$ cat config.mk
export PLATFORM = sky130hd
export DESIGN_NAME = midi_stream_parser_unit
export DESIGN_NICKNAME = d
export VERILOG_FILES = /design/src/hw/rtl/msp_pkg.sv /design/src/hw/rtl/msp_queue.sv /design/src/hw/rtl/msp_front.sv /design/src/hw/rtl/msp_back.sv /design/src/hw/rtl/midi_stream_parser_unit.sv
export SDC_FILE = /design/constraint.sdc
export NUM_CORES = 1
export LEC_CHECK = 0
export BUFFER_PORTS_ARGS = -buffer_cell sky130_fd_sc_hd__buf_2
export CELL_PAD_IN_SITES_DETAIL_PLACEMENT = 1
export CELL_PAD_IN_SITES_GLOBAL_PLACEMENT = 1
export CORE_UTILIZATION = 50
export CTS_CLUSTER_DIAMETER = 100
export DETAILED_ROUTE_END_ITERATION = 10
export PLACE_DENSITY_LB_ADDON = 0.1
export SYNTH_ARGS = -nofsm -noshare
export SYNTH_HDL_FRONTEND = slang
export SYNTH_HIERARCHICAL = 1
export SYNTH_SLANG_ARGS = --single-unit
$ cat constraint.sdc
create_clock -name clock -period 6.2 [get_ports clock]
set_clock_uncertainty 0.15 [all_clocks]
set_input_delay 1.24 -clock clock [delete_from_list [all_inputs] [get_ports clock]]
set_output_delay 1.24 -clock clock [all_outputs]
set_load 0.01 [all_outputs]
$ cat src/hw/rtl/msp_pkg.sv
// ----------------------------------------------------------------------------
// msp_pkg
// Shared types and constants of the MIDI stream parser: status byte codes,
// event kinds and the command that passes from the front to the back end.
// ----------------------------------------------------------------------------
package msp_pkg;

   // status bytes
   localparam logic [7:0] ST_SYSEX_START = 8'hF0;
   localparam logic [7:0] ST_SYSEX_END   = 8'hF7;
   localparam logic [7:0] ST_REALTIME    = 8'hF8;
   localparam logic [7:0] RT_CLOCK       = 8'hF8;
   localparam logic [7:0] RT_START       = 8'hFA;
   localparam logic [7:0] RT_CONTINUE    = 8'hFB;
   localparam logic [7:0] RT_STOP        = 8'hFC;

   // voice message types, upper nibble of the status byte
   localparam logic [3:0] MSG_NOTE_OFF    = 4'h8;
   localparam logic [3:0] MSG_NOTE_ON     = 4'h9;
   localparam logic [3:0] MSG_POLY_PRESS  = 4'hA;
   localparam logic [3:0] MSG_CTRL_CHANGE = 4'hB;
   localparam logic [3:0] MSG_PROG_CHANGE = 4'hC;
   localparam logic [3:0] MSG_CHAN_PRESS  = 4'hD;
   localparam logic [3:0] MSG_PITCH_BEND  = 4'hE;

   // width of a sysex run length, enough for a store of up to 127 bytes
   localparam int unsigned LEN_W = 7;

   typedef enum logic [2:0] {
      EV_NOTE_ON   = 3'd0,
      EV_NOTE_OFF  = 3'd1,
      EV_CTRL      = 3'd2,
      EV_CLOCK     = 3'd3,
      EV_START     = 3'd4,
      EV_CONTINUE  = 3'd5,
      EV_STOP      = 3'd6,
      EV_SYSEX     = 3'd7
   } event_kind_type;

   // one queued command: a single event or a sysex drain
   typedef struct packed {
      logic                is_drain;
      event_kind_type      kind;
      logic [4:0]          chan;
      logic [6:0]          key;
      logic [6:0]          val;
      logic [LEN_W-1:0]    len;
   } cmd_type;

   // number of data bytes that follow a voice status
   function automatic logic [1:0] voice_data_bytes(input logic [7:0] status);
      logic [1:0] n;
      n = 2'd0;
      unique case (status[7:4])
         MSG_PROG_CHANGE, MSG_CHAN_PRESS: n = 2'd1;
         MSG_NOTE_OFF, MSG_NOTE_ON, MSG_POLY_PRESS,
         MSG_CTRL_CHANGE, MSG_PITCH_BEND: n = 2'd2;
         default: n = 2'd0;
      endcase
      return n;
   endfunction

endpackage

$ cat src/hw/rtl/msp_queue.sv
// ----------------------------------------------------------------------------
// msp_queue
// Two-entry command queue between the parser front end and the back end.
// ----------------------------------------------------------------------------
module msp_queue (
   input  logic             clock,
   input  logic             reset,
   input  logic             push,
   input  msp_pkg::cmd_type push_cmd,
   input  logic             pop,
   output logic             q_valid,
   output logic             q_full,
   output msp_pkg::cmd_type q_cmd
);
   import msp_pkg::*;

   cmd_type    entry_ff [2];
   logic       wr_ptr_ff, wr_ptr_in;
   logic       rd_ptr_ff, rd_ptr_in;
   logic [1:0] count_ff, count_in;

   // pointer and fill count update
   always_comb begin
      wr_ptr_in = wr_ptr_ff;
      rd_ptr_in = rd_ptr_ff;
      count_in  = count_ff;
      if (push) begin
         wr_ptr_in = ~wr_ptr_ff;
      end
      if (pop) begin
         rd_ptr_in = ~rd_ptr_ff;
      end
      if (push && !pop) begin
         count_in = count_ff + 2'd1;
      end else if (pop && !push) begin
         count_in = count_ff - 2'd1;
      end
   end

   always_ff @(posedge clock) begin
      if (reset) begin
         wr_ptr_ff <= 1'b0;
         rd_ptr_ff <= 1'b0;
         count_ff  <= 2'd0;
      end else begin
         wr_ptr_ff <= wr_ptr_in;
         rd_ptr_ff <= rd_ptr_in;
         count_ff  <= count_in;
      end
   end

   // entry storage
   always_ff @(posedge clock) begin
      if (push) begin
         entry_ff[wr_ptr_ff] <= push_cmd;
      end
   end

   assign q_valid = (count_ff != 2'd0);
   assign q_full  = (count_ff == 2'd2);
   assign q_cmd   = entry_ff[rd_ptr_ff];

endmodule

$ cat src/hw/rtl/msp_front.sv
// ----------------------------------------------------------------------------
// msp_front
// Parser front end: takes MIDI bytes, keeps running status and sysex state,
// writes sysex bytes to the store and queues events and sysex drains.
// ----------------------------------------------------------------------------
module msp_front #(
   parameter int unsigned SYSEX_DEPTH = 32
) (
   input  logic                                clock,
   input  logic                                reset,
   input  logic                                csr_write_enable,
   input  logic [4:0]                          csr_listen_channel,
   input  logic                                req_valid,
   input  logic [7:0]                          req_midi_byte,
   output logic                                req_stall,
   input  logic                                q_full,
   input  logic                                drain_done,
   output logic                                push,
   output msp_pkg::cmd_type                    push_cmd,
   output logic                                wr_en,
   output logic [$clog2(SYSEX_DEPTH)-1:0]      wr_addr,
   output logic [7:0]                          wr_data
);
   import msp_pkg::*;

   localparam int unsigned AW = $clog2(SYSEX_DEPTH);
   localparam int unsigned LW = $clog2(SYSEX_DEPTH + 1);

   logic [4:0]    listen_ff;
   logic [7:0]    rs_ff, rs_in;
   logic [1:0]    exp_ff, exp_in;
   logic [1:0]    rcv_ff, rcv_in;
   logic [6:0]    first_ff, first_in;
   logic          in_sysex_ff, in_sysex_in;
   logic [LW-1:0] len_ff, len_in;
   logic          busy_ff, busy_in;

   logic          accept;
   logic          room;
   logic [1:0]    rcv_next;
   logic [4:0]    chan;
   logic [6:0]    key;
   logic [6:0]    val;
   logic [7:0]    b;

   // a pending sysex drain owns the store until the back end has read it
   assign req_stall = q_full || busy_ff;
   assign accept    = req_valid && !req_stall;
   assign b         = req_midi_byte;
   assign room      = (len_ff < LW'(SYSEX_DEPTH));
   assign rcv_next  = rcv_ff + 2'd1;
   assign chan      = {1'b0, rs_ff[3:0]} + 5'd1;
   assign key       = (rcv_ff == 2'd0) ? b[6:0] : first_ff;
   assign val       = (exp_ff == 2'd2) ? b[6:0] : 7'd0;

   // byte classification and parser state update
   always_comb begin
      rs_in       = rs_ff;
      exp_in      = exp_ff;
      rcv_in      = rcv_ff;
      first_in    = first_ff;
      in_sysex_in = in_sysex_ff;
      len_in      = len_ff;
      busy_in     = busy_ff;
      push        = 1'b0;
      push_cmd    = '0;
      wr_en       = 1'b0;
      wr_addr     = len_ff[AW-1:0];
      wr_data     = b;

      if (drain_done) begin
         busy_in = 1'b0;
      end

      if (accept) begin
         priority if (b >= ST_REALTIME) begin
            // real-time bytes pass straight through
            push_cmd.len = LEN_W'(1);
            unique case (b)
               RT_CLOCK: begin
                  push = 1'b1;
                  push_cmd.kind = EV_CLOCK;
               end
               RT_START: begin
                  push = 1'b1;
                  push_cmd.kind = EV_START;
               end
               RT_CONTINUE: begin
                  push = 1'b1;
                  push_cmd.kind = EV_CONTINUE;
               end
               RT_STOP: begin
                  push = 1'b1;
                  push_cmd.kind = EV_STOP;
               end
               default: ;
            endcase
         end else if (b[7]) begin
            // status bytes
            priority if (b == ST_SYSEX_START) begin
               rs_in       = '0;
               exp_in      = '0;
               rcv_in      = '0;
               in_sysex_in = 1'b1;
               wr_en       = 1'b1;
               wr_addr     = '0;
               len_in      = LW'(1);
            end else if (b == ST_SYSEX_END) begin
               rs_in  = '0;
               exp_in = '0;
               rcv_in = '0;
               if (in_sysex_ff) begin
                  in_sysex_in   = 1'b0;
                  wr_en         = room;
                  len_in        = len_ff + LW'(room);
                  push          = 1'b1;
                  push_cmd.is_drain = 1'b1;
                  push_cmd.kind = EV_SYSEX;
                  push_cmd.len  = LEN_W'(len_ff + LW'(room));
                  busy_in       = 1'b1;
               end
            end else begin
               in_sysex_in = 1'b0;
               if (b < ST_SYSEX_START) begin
                  rs_in  = b;
                  exp_in = voice_data_bytes(b);
                  rcv_in = '0;
               end else begin
                  rs_in  = '0;
                  exp_in = '0;
                  rcv_in = '0;
               end
            end
         end else if (in_sysex_ff) begin
            // sysex payload, dropped once the store is full
            if (room) begin
               wr_en  = 1'b1;
               len_in = len_ff + LW'(1);
            end
         end else if (exp_ff != 2'd0) begin
            // data bytes under running status
            if (rcv_ff == 2'd0) begin
               first_in = b[6:0];
            end
            if (rcv_next < exp_ff) begin
               rcv_in = rcv_next;
            end else begin
               rcv_in            = '0;
               push_cmd.chan     = chan;
               push_cmd.key      = key;
               push_cmd.val      = val;
               push_cmd.len      = LEN_W'(1);
               if (chan == listen_ff) begin
                  priority if (rs_ff[7:4] == MSG_NOTE_ON) begin
                     push          = 1'b1;
                     push_cmd.kind = (val == 7'd0) ? EV_NOTE_OFF : EV_NOTE_ON;
                  end else if (rs_ff[7:4] == MSG_NOTE_OFF) begin
                     push          = 1'b1;
                     push_cmd.kind = EV_NOTE_OFF;
                  end else if (rs_ff[7:4] == MSG_CTRL_CHANGE) begin
                     push          = 1'b1;
                     push_cmd.kind = EV_CTRL;
                  end else begin
                     push = 1'b0;
                  end
               end
            end
         end
      end
   end

   always_ff @(posedge clock) begin
      if (reset) begin
         listen_ff   <= 5'd1;
         rs_ff       <= '0;
         exp_ff      <= '0;
         rcv_ff      <= '0;
         first_ff    <= '0;
         in_sysex_ff <= 1'b0;
         len_ff      <= '0;
         busy_ff     <= 1'b0;
      end else begin
         if (csr_write_enable) begin
            listen_ff <= csr_listen_channel;
         end
         rs_ff       <= rs_in;
         exp_ff      <= exp_in;
         rcv_ff      <= rcv_in;
         first_ff    <= first_in;
         in_sysex_ff <= in_sysex_in;
         len_ff      <= len_in;
         busy_ff     <= busy_in;
      end
   end

endmodule

$ cat src/hw/rtl/msp_back.sv
// ----------------------------------------------------------------------------
// msp_back
// Back end: owns the sysex store, takes commands from the queue and delivers
// single events or drains the stored sysex through the output register.
// ----------------------------------------------------------------------------
module msp_back #(
   parameter int unsigned SYSEX_DEPTH = 32
) (
   input  logic                           clock,
   input  logic                           reset,
   input  logic                           wr_en,
   input  logic [$clog2(SYSEX_DEPTH)-1:0] wr_addr,
   input  logic [7:0]                     wr_data,
   input  logic                           q_valid,
   input  msp_pkg::cmd_type               q_cmd,
   output logic                           pop,
   output logic                           drain_done,
   output logic                           rsp_valid,
   input  logic                           rsp_stall,
   output logic [2:0]                     rsp_event_kind,
   output logic [4:0]                     rsp_msg_channel,
   output logic [6:0]                     rsp_key_or_controller,
   output logic [6:0]                     rsp_value,
   output logic [7:0]                     rsp_sysex_byte,
   output logic                           rsp_last_of_run
);
   import msp_pkg::*;

   localparam int unsigned AW = $clog2(SYSEX_DEPTH);
   localparam int unsigned LW = $clog2(SYSEX_DEPTH + 1);

   logic [7:0]     mem [SYSEX_DEPTH];
   logic [7:0]     mem_q_ff;

   logic           draining_ff, draining_in;
   logic [LW-1:0]  idx_ff, idx_in;
   logic [LW-1:0]  len_ff, len_in;

   // stage b: event waiting for the output register
   logic           b_valid_ff, b_valid_in;
   event_kind_type b_kind_ff, b_kind_in;
   logic [4:0]     b_chan_ff, b_chan_in;
   logic [6:0]     b_key_ff, b_key_in;
   logic [6:0]     b_val_ff, b_val_in;
   logic           b_sx_ff, b_sx_in;
   logic           b_last_ff, b_last_in;

   // output register
   logic           out_valid_ff;
   logic [2:0]     out_kind_ff;
   logic [4:0]     out_chan_ff;
   logic [6:0]     out_key_ff;
   logic [6:0]     out_val_ff;
   logic [7:0]     out_sx_ff;
   logic           out_last_ff;

   logic           out_free;
   logic           b_free;
   logic           issue;
   logic           issue_last;
   logic [LW-1:0]  idx_next;

   assign out_free   = !out_valid_ff || !rsp_stall;
   assign b_free     = !b_valid_ff || out_free;
   assign issue      = draining_ff && b_free;
   assign idx_next   = idx_ff + LW'(1);
   assign issue_last = (idx_next == len_ff);
   assign pop        = !draining_ff && b_free && q_valid;
   assign drain_done = issue && issue_last;

   // command sequencing and drain counter
   always_comb begin
      draining_in = draining_ff;
      idx_in      = idx_ff;
      len_in      = len_ff;
      b_valid_in  = b_valid_ff;
      b_kind_in   = b_kind_ff;
      b_chan_in   = b_chan_ff;
      b_key_in    = b_key_ff;
      b_val_in    = b_val_ff;
      b_sx_in     = b_sx_ff;
      b_last_in   = b_last_ff;

      if (out_free) begin
         b_valid_in = 1'b0;
      end

      if (issue) begin
         b_valid_in = 1'b1;
         b_kind_in  = EV_SYSEX;
         b_chan_in  = '0;
         b_key_in   = '0;
         b_val_in   = '0;
         b_sx_in    = 1'b1;
         b_last_in  = issue_last;
         idx_in     = idx_next;
         if (issue_last) begin
            draining_in = 1'b0;
         end
      end else if (pop) begin
         if (q_cmd.is_drain) begin
            draining_in = 1'b1;
            idx_in      = '0;
            len_in      = LW'(q_cmd.len);
         end else begin
            b_valid_in = 1'b1;
            b_kind_in  = q_cmd.kind;
            b_chan_in  = q_cmd.chan;
            b_key_in   = q_cmd.key;
            b_val_in   = q_cmd.val;
            b_sx_in    = 1'b0;
            b_last_in  = 1'b1;
         end
      end
   end

   always_ff @(posedge clock) begin
      if (reset) begin
         draining_ff <= 1'b0;
         idx_ff      <= '0;
         len_ff      <= '0;
         b_valid_ff  <= 1'b0;
      end else begin
         draining_ff <= draining_in;
         idx_ff      <= idx_in;
         len_ff      <= len_in;
         b_valid_ff  <= b_valid_in;
      end
   end

   always_ff @(posedge clock) begin
      b_kind_ff <= b_kind_in;
      b_chan_ff <= b_chan_in;
      b_key_ff  <= b_key_in;
      b_val_ff  <= b_val_in;
      b_sx_ff   <= b_sx_in;
      b_last_ff <= b_last_in;
   end

   // sysex store, registered read
   always_ff @(posedge clock) begin
      if (wr_en) begin
         mem[wr_addr] <= wr_data;
      end
      if (issue) begin
         mem_q_ff <= mem[idx_ff[AW-1:0]];
      end
   end

   // output register
   always_ff @(posedge clock) begin
      if (reset) begin
         out_valid_ff <= 1'b0;
      end else if (out_free) begin
         out_valid_ff <= b_valid_ff;
      end
   end

   always_ff @(posedge clock) begin
      if (out_free) begin
         out_kind_ff <= b_kind_ff;
         out_chan_ff <= b_chan_ff;
         out_key_ff  <= b_key_ff;
         out_val_ff  <= b_val_ff;
         out_sx_ff   <= b_sx_ff ? mem_q_ff : 8'h00;
         out_last_ff <= b_last_ff;
      end
   end

   assign rsp_valid             = out_valid_ff;
   assign rsp_event_kind        = out_kind_ff;
   assign rsp_msg_channel       = out_chan_ff;
   assign rsp_key_or_controller = out_key_ff;
   assign rsp_value             = out_val_ff;
   assign rsp_sysex_byte        = out_sx_ff;
   assign rsp_last_of_run       = out_last_ff;

`ifndef SYNTHESIS
   // a drain always has at least the start byte to read
   a_drain_len: assert property (@(posedge clock) disable iff (reset)
      draining_ff |-> (len_ff != '0))
      else $error("sysex drain with zero length");

   // the read index stays inside the stored run
   a_drain_idx: assert property (@(posedge clock) disable iff (reset)
      draining_ff |-> (idx_ff < len_ff))
      else $error("sysex read index past run length");

   // the last read ends the drain
   a_drain_end: assert property (@(posedge clock) disable iff (reset)
      drain_done |=> !draining_ff)
      else $error("drain still active after last byte");

   // no command is taken while a drain runs
   a_no_pop: assert property (@(posedge clock) disable iff (reset)
      draining_ff |-> !pop)
      else $error("command popped during drain");
`endif

endmodule

$ cat src/hw/rtl/midi_stream_parser_unit.sv
// ----------------------------------------------------------------------------
// midi_stream_parser_unit
// MIDI byte stream parser with running status, channel filter and sysex
// buffering.
// ----------------------------------------------------------------------------
// The unit takes one MIDI byte per cycle on the req_ channel while req_stall
// is low, and reports note-on, note-off and control-change events on the
// channel set by csr_listen_channel (one-based), real-time clock, start,
// continue and stop at once, and a completed system exclusive message as a
// run of sysex bytes with the final byte marked last. A front end parses
// bytes and queues events in a two-entry queue; a back end delivers them
// through an output register, so input keeps flowing while a result waits.
// After a sysex end byte the input stalls until the back end has read the
// stored run out of its memory, one byte per cycle while the output is not
// stalled. Bytes beyond SYSEX_DEPTH are dropped.
module midi_stream_parser_unit #(
   parameter int unsigned SYSEX_DEPTH = 32
) (
   input  logic       clock,
   input  logic       reset,
   input  logic       csr_write_enable,
   input  logic [4:0] csr_listen_channel,
   input  logic       req_valid,
   output logic       req_stall,
   input  logic [7:0] req_midi_byte,
   output logic       rsp_valid,
   input  logic       rsp_stall,
   output logic [2:0] rsp_event_kind,
   output logic [4:0] rsp_msg_channel,
   output logic [6:0] rsp_key_or_controller,
   output logic [6:0] rsp_value,
   output logic [7:0] rsp_sysex_byte,
   output logic       rsp_last_of_run
);
   import msp_pkg::*;

   localparam int unsigned AW = $clog2(SYSEX_DEPTH);

   logic          q_full;
   logic          q_valid;
   logic          push;
   logic          pop;
   logic          drain_done;
   cmd_type       push_cmd;
   cmd_type       q_cmd;
   logic          wr_en;
   logic [AW-1:0] wr_addr;
   logic [7:0]    wr_data;

   // byte parser
   msp_front #(
      .SYSEX_DEPTH (SYSEX_DEPTH)
   ) u_front (
      .clock              (clock),
      .reset              (reset),
      .csr_write_enable   (csr_write_enable),
      .csr_listen_channel (csr_listen_channel),
      .req_valid          (req_valid),
      .req_midi_byte      (req_midi_byte),
      .req_stall          (req_stall),
      .q_full             (q_full),
      .drain_done         (drain_done),
      .push               (push),
      .push_cmd           (push_cmd),
      .wr_en              (wr_en),
      .wr_addr            (wr_addr),
      .wr_data            (wr_data)
   );

   // command queue
   msp_queue u_queue (
      .clock    (clock),
      .reset    (reset),
      .push     (push),
      .push_cmd (push_cmd),
      .pop      (pop),
      .q_valid  (q_valid),
      .q_full   (q_full),
      .q_cmd    (q_cmd)
   );

   // event delivery and sysex store
   msp_back #(
      .SYSEX_DEPTH (SYSEX_DEPTH)
   ) u_back (
      .clock                 (clock),
      .reset                 (reset),
      .wr_en                 (wr_en),
      .wr_addr               (wr_addr),
      .wr_data               (wr_data),
      .q_valid               (q_valid),
      .q_cmd                 (q_cmd),
      .pop                   (pop),
      .drain_done            (drain_done),
      .rsp_valid             (rsp_valid),
      .rsp_stall             (rsp_stall),
      .rsp_event_kind        (rsp_event_kind),
      .rsp_msg_channel       (rsp_msg_channel),
      .rsp_key_or_controller (rsp_key_or_controller),
      .rsp_value             (rsp_value),
      .rsp_sysex_byte        (rsp_sysex_byte),
      .rsp_last_of_run       (rsp_last_of_run)
   );

endmodule
# Word-level counts from Yosys, hierarchy flattened
# Memories as Yosys holds them, arrays and structs flattened. A register that Yosys moved wholly into a read port is not among the register bits.
# Cells that the tools add are included.
# classes
reduce_logical	39
n_eq_ne	25
n_mux	99
n_bitwise	7
addsub	8
n_lt_le_gt_ge	4
# op_table
operator	count
$mux W29	3
$mux W6	9
$mux W1	50
$mux W7	7
$eq A8 B8 Y1 const B	6
$eq A4 B4 Y1 const B	10
$mux W19	2
$mux W30	1
$mux W8	3
$mux W2	10
$mux W5	4
$reduce_bool A2 Y1	8
$mux W3	5
$add A6 B1 Y6 const B	2
$mux W4	3
$pmux W3 S4	1
$reduce_and A3 Y1	3
$ge A8 B8 Y1 const B	1
$lt A8 B8 Y1 const B	1
$add A6 B1 Y7	1
$logic_and A1 B1 Y1	7
$logic_not A1 Y1	7
$logic_not A7 Y1	1
$not A1 Y1	7
other kinds (22)	30
# word_totals
mem_bits_rw	316
elab_cells	212
n_memories	2
ff_bits	106
# memory_table
memory	words	word_bits	rd	rd_ports_with_merged_regs	wr	line_no	text
u_back.mem	32	8	1	1	1	msp_back.sv:32	logic [7:0] mem [SYSEX_DEPTH];
u_queue.entry_ff	2	30	1	1	1	msp_queue.sv:17	cmd_type entry_ff [2];

# Longest topological paths before layout
# logic_depth
ltp_word	15
depth_mapped	12

# Modules after synthesis
# The synthesis kept the hierarchy.
# modules_own_cells
module	instances	area_per_inst_um2	cells_each
msp_back	1	12569.6	668
msp_queue	1	2364.8	115
msp_front	1	2174.6	287

# Worst setup path before layout
# No wires, ideal clock.
# synth_path
path_kind	input to register
from	input port req_midi_byte[7]
to	memory u_queue/entry_ff[0][0] in the netlist's numbering (enable)
t_required_ns	5.629
setup_slack_ns	1.898
t_arrival_ns	3.732
setup_time_ns	0.421
cell_stages	7
n_path_buf	1
cell_sequence	buf_2 nor2_1 o221a_2 and4_1 nand3_1 a21oi_1 nor2b_1
# synth_via
elab_chain_len	8
# synth_lines
item	line_no	text
from (decl)	midi_stream_parser_unit.sv:25	input logic [7:0] req_midi_byte,
$eq A8 B8 Y1	msp_front.sv:108	end else if (b == ST_SYSEX_END) begin
$mux W1	msp_front.sv:108	
$mux W1	msp_front.sv:100	priority if (b == ST_SYSEX_START) begin
$mux W1	msp_front.sv:98	end else if (b[7]) begin
$mux W1 *	msp_front.sv:76	priority if (b >= ST_REALTIME) begin
$mux W1 *	msp_front.sv:75	if (accept) begin
named net push	midi_stream_parser_unit.sv:41	logic push;
$mux W1 *	msp_queue.sv:54	if (push) begin
$mux W1 (implied by the code) *	msp_queue.sv:55	entry_ff[wr_ptr_ff] <= push_cmd;
to (decl)	msp_queue.sv:17	
# The timed path passes the listed nets; every way through them passes the cells marked *.

# Worst setup path after layout
# layout_path
from	input port req_midi_byte[3]
to	memory u_back.mem[1][5] (enable)
# layout_lines
item	line_no	text
parallel branches: the longest is 3 deep, another holds $ge A8 B8 Y1	n/a	
$mux W5 *	msp_front.sv:76	
$mux W5 *	msp_front.sv:75	
named net wr_addr[1]	midi_stream_parser_unit.sv:47	logic [AW-1:0] wr_addr;
to (decl)	msp_back.sv:32	
# Mark *: on every way through the listed nets, which the timed path passes.

==> results.md <==
Global routing:
- The number of antenna violations at the first check in global routing is 1.
- In the global route stage, overall resource usage came out at 23.7%.
- The global-route congestion overflow total is 0.
- Entering global routing, the biggest net connects 68 pins.
- The number of global-route vias before repair is around 9600.
- The wire length of the first global-routing pass is roughly 60000 µm.

Die:
- The die is ~190 µm tall.
- The full die area is roughly 35000 µm².
- The effective utilization at floorplan is 50.8%.
- The total area inside the core boundary comes to approximately 34000 µm².
- The die boundary width is 187 µm.
- The placement row count is 67.
- The number of I/O pins is 51.

Clock network:
- The clock insertion delay at the later pin of the skew report is between 0.5 and 0.6 ns.
- The number of buffers added by the clock tree synthesis step is 44.
- After clock tree synthesis, the clock-pin slew on the worst setup and hold paths is roughly 0.06 ns.
- For this design, the CTS-stage hold fixing added 0 buffers.
- CTS built an H-tree with a depth of 2.
- The library cell used as clock root buffer is clkbuf_16.
- The clock tree from TritonCTS is yes.
- The maximum clock path buffer count is 3.
- The count of cells resized by post-cts repair is 0.
- The sink count of the clock tree is approximately 430.
- Buffers added to address setup during post-CTS repair amount to 0.

Place:
- At the placement stage, the worst setup path has a slack of between 1 and 1.5 ns.
- The placed wire-length estimate is between 20000 and 30000 µm.
- The placer congestion estimate is just under 0.8.
- The number of buffers inserted by port buffering is 50.

STA:
- The clock period minus final worst setup slack is between 4 and 5 ns.
- In the post-route analysis, the smallest setup slack over all paths is 1.84 ns.
- The maximum operating frequency is ~230 MHz.
- Setup violations remaining at the end of the flow were counted as 0.
- The number of pins with negative max-slew slack in the final report came to 0.
- Setup repair after global routing left no endpoint under its margin.
- The worst pin sits at a relative slew slack of between 20% and 30%.
- The fraction of the cycle the final worst path needs is approximately 70%.
- The worst-case hold slack is around 0.27 ns.
- The aggregate negative setup slack is 0 ns.
- The actual transition at the worst max-transition pin is around 1.1 ns.
- The number of hold-slack violations in the final timing report came to 0.

Yosys:
- During synthesis, Yosys emitted a total of 6 warnings.
- The cell area that synthesis handed to floorplanning was approximately 17000 µm².
- The count of mapped cells out of synthesis is about 1100.
- The post-synth net total is approximately 1100.
- Dividing the synthesized area by the synthesized cell count gives 16.0 µm².

Finish:
- The utilization after layout is a little under three fifths.
- The synthesis-to-layout area growth is 12.4%.
- Summing all flip-flop and latch instances after layout gives between 10000 and 15000 µm².
- The total number of nets in the final design is 1141.
- The filler cells instantiated in the layout total around 3100.
- The post-route netlist has between 20% and 30% of its cells at a drive strength greater than 1.
- The multi-input combinational cells in the finished layout cover a total of 4520 µm².
- The number of antenna diodes in the final layout is 0.

Pwr:
- Of the total power, the share spent switching nets is between 20% and 30%.
- The relative contribution of sequential cells to total power is between 40% and 50%.
- In this run the power spent charging and discharging nets is 1.77 mW.
- In this run, the clock network consumes 38.4% of the power.
- Across the VDD grid, the largest voltage drop is 0.000240 V.
- The power density of the placed cells is ~380 nW/µm².
- The cell leakage power is about 6.5 nW.
- The total design power is between 7 and 8 mW.
- The internal power of the cells totals around 5.4 mW.
- The logic gate share of total power is 13.2%.

Outcome:
- The run finished with clean final reports.

Setup path:
- Of all nets on the critical path, the largest fanout is 46.
- The worst setup path is captured at a register.
- The count of buffer and inverter cells on the critical path is 1.
- The startpoint type of the worst setup path is an input pin.
- Traced cell by cell, the critical path runs through buf_2, or4_4, nor2_1, and3_1, nor2b_1, nand3b_1, nor2_1.
- The cell seen most often among critical-path stages is nor2_1.
- The worst setup path is of the input pin to register kind.
- The setup check on the worst reg-to-reg path leaves a slack of ~2.4 ns.
- Data arrives at the worst endpoint at between 4 and 5 ns.
- The category of cells accounting for the largest share of critical-path delay is simple AND/OR/NAND/NOR gates.
- The worst stage delay on the critical path is 0.85 ns.
- The slowest stage of the critical path is the nor2_1 cell.
- At the worst endpoint, the required time is ~6.2 ns.

Detailed routing:
- The post-route DRC violation count is 0.
- The average vias per placed instance is a little under 6.
- The violation count after the first detailed-routing iteration is 836.
- The detailed-routing iteration count for the pre-antenna-repair pass is 5.
- The average routed wire per standard cell is about 25 µm.
- The final wirelength is 40400 µm.
- The overall via count from detail_route is ~9500.
- The count of antenna-violating nets left after detailed routing is 0.

Job:
- The max-capacitance violation count is 0.

Min path:
- The worst min-delay path class is register to register.
## metal layers
metal / vias to the layer above / global-route usage, % / routed length (µm)
li1: 4211 / - / -
met2: 338 / 35.2 / 18000
met1: 4834 / 35.9 / 18700
met5: - / 0 / 0
met3: 68 / 4.81 / 2870
met4: 0 / 6.31 / 836
## worst reg2reg max path, delay by kind of cell (launching register included)
family | cells | cell delay [ns]
AND/OR/NAND/NOR | 7 | 2.87
flip-flops | 1 | 0.38
## stage by stage
step,cell area (µm²),cells
after global placement,17600,1517
after floorplan,17000,1066
after global routing,19100,1599
final,19100,1599
after detailed placement,17600,1517
after CTS,19100,1599
## power groups by stage
stage / clock network (mW) / logic, mW / registers (mW)
CTS: 2.83 / 0.971 / 3.50
global placement: 0 / 0.952 / 3.55
global route: 2.94 / 1.04 / 3.52
detailed placement: 0 / 0.963 / 3.56
finish: 2.77 / 0.955 / 3.49
floorplan: 0 / 0.680 / 3.54
## flip-flops by register name (all words and copies together), names as in the netlist, 7 cells and up, named ones only
signal,count
u_back/rsp_sysex_byte,8
u_back/b_key_ff,7
u_front/first_ff,7
u_queue/entry_ff,58
u_back/rsp_value,7
u_back/mem,256
u_back/b_val_ff,7
u_back/rsp_key_or_controller,7
u_front/rs_ff,8
u_back/mem_q_ff,8
## path summary, 6_finish.rpt
path,endpoint,cells past startpoint,startpoint
setup / recovery,u_back/mem[1][5],7,req_midi_byte[3]
hold / removal,u_back/rsp_last_of_run,0,u_back/b_last_ff
setup reg to reg,u_back/mem[1][5],7,u_queue/count_ff[0]
hold reg to reg,u_back/rsp_last_of_run,0,u_back/b_last_ff
## placed cells by master, fill, tap and decap left out, drive strengths merged, types with 12 or more instances in the layout
| master | n |
|---|---|
| xor2 | 13 |
| nand3 | 23 |
| mux4 | 64 |
| o21ai | 15 |
| a21oi | 44 |
| o22ai | 33 |
| clkinv | 12 |
| inv | 13 |
| nor2 | 105 |
| edfxtp | 354 |
| xnor2 | 13 |
| mux2i | 27 |
| mux2 | 29 |
| nand2 | 66 |
| dfxtp | 75 |
| clkbuf | 63 |
| buf | 64 |
| and2 | 16 |
## area by class of cell
cell class                 instances  share of cell area, %
clock buffer                      63                   6.38
clock inverter                    19                   1.60
inverter                          13                  0.255
multi-input combinational        563                   23.6
sequential                       429                   63.4
tap                              448                   2.93
timing repair buffer              64                   1.86
(Power assumes the default switching activity.)
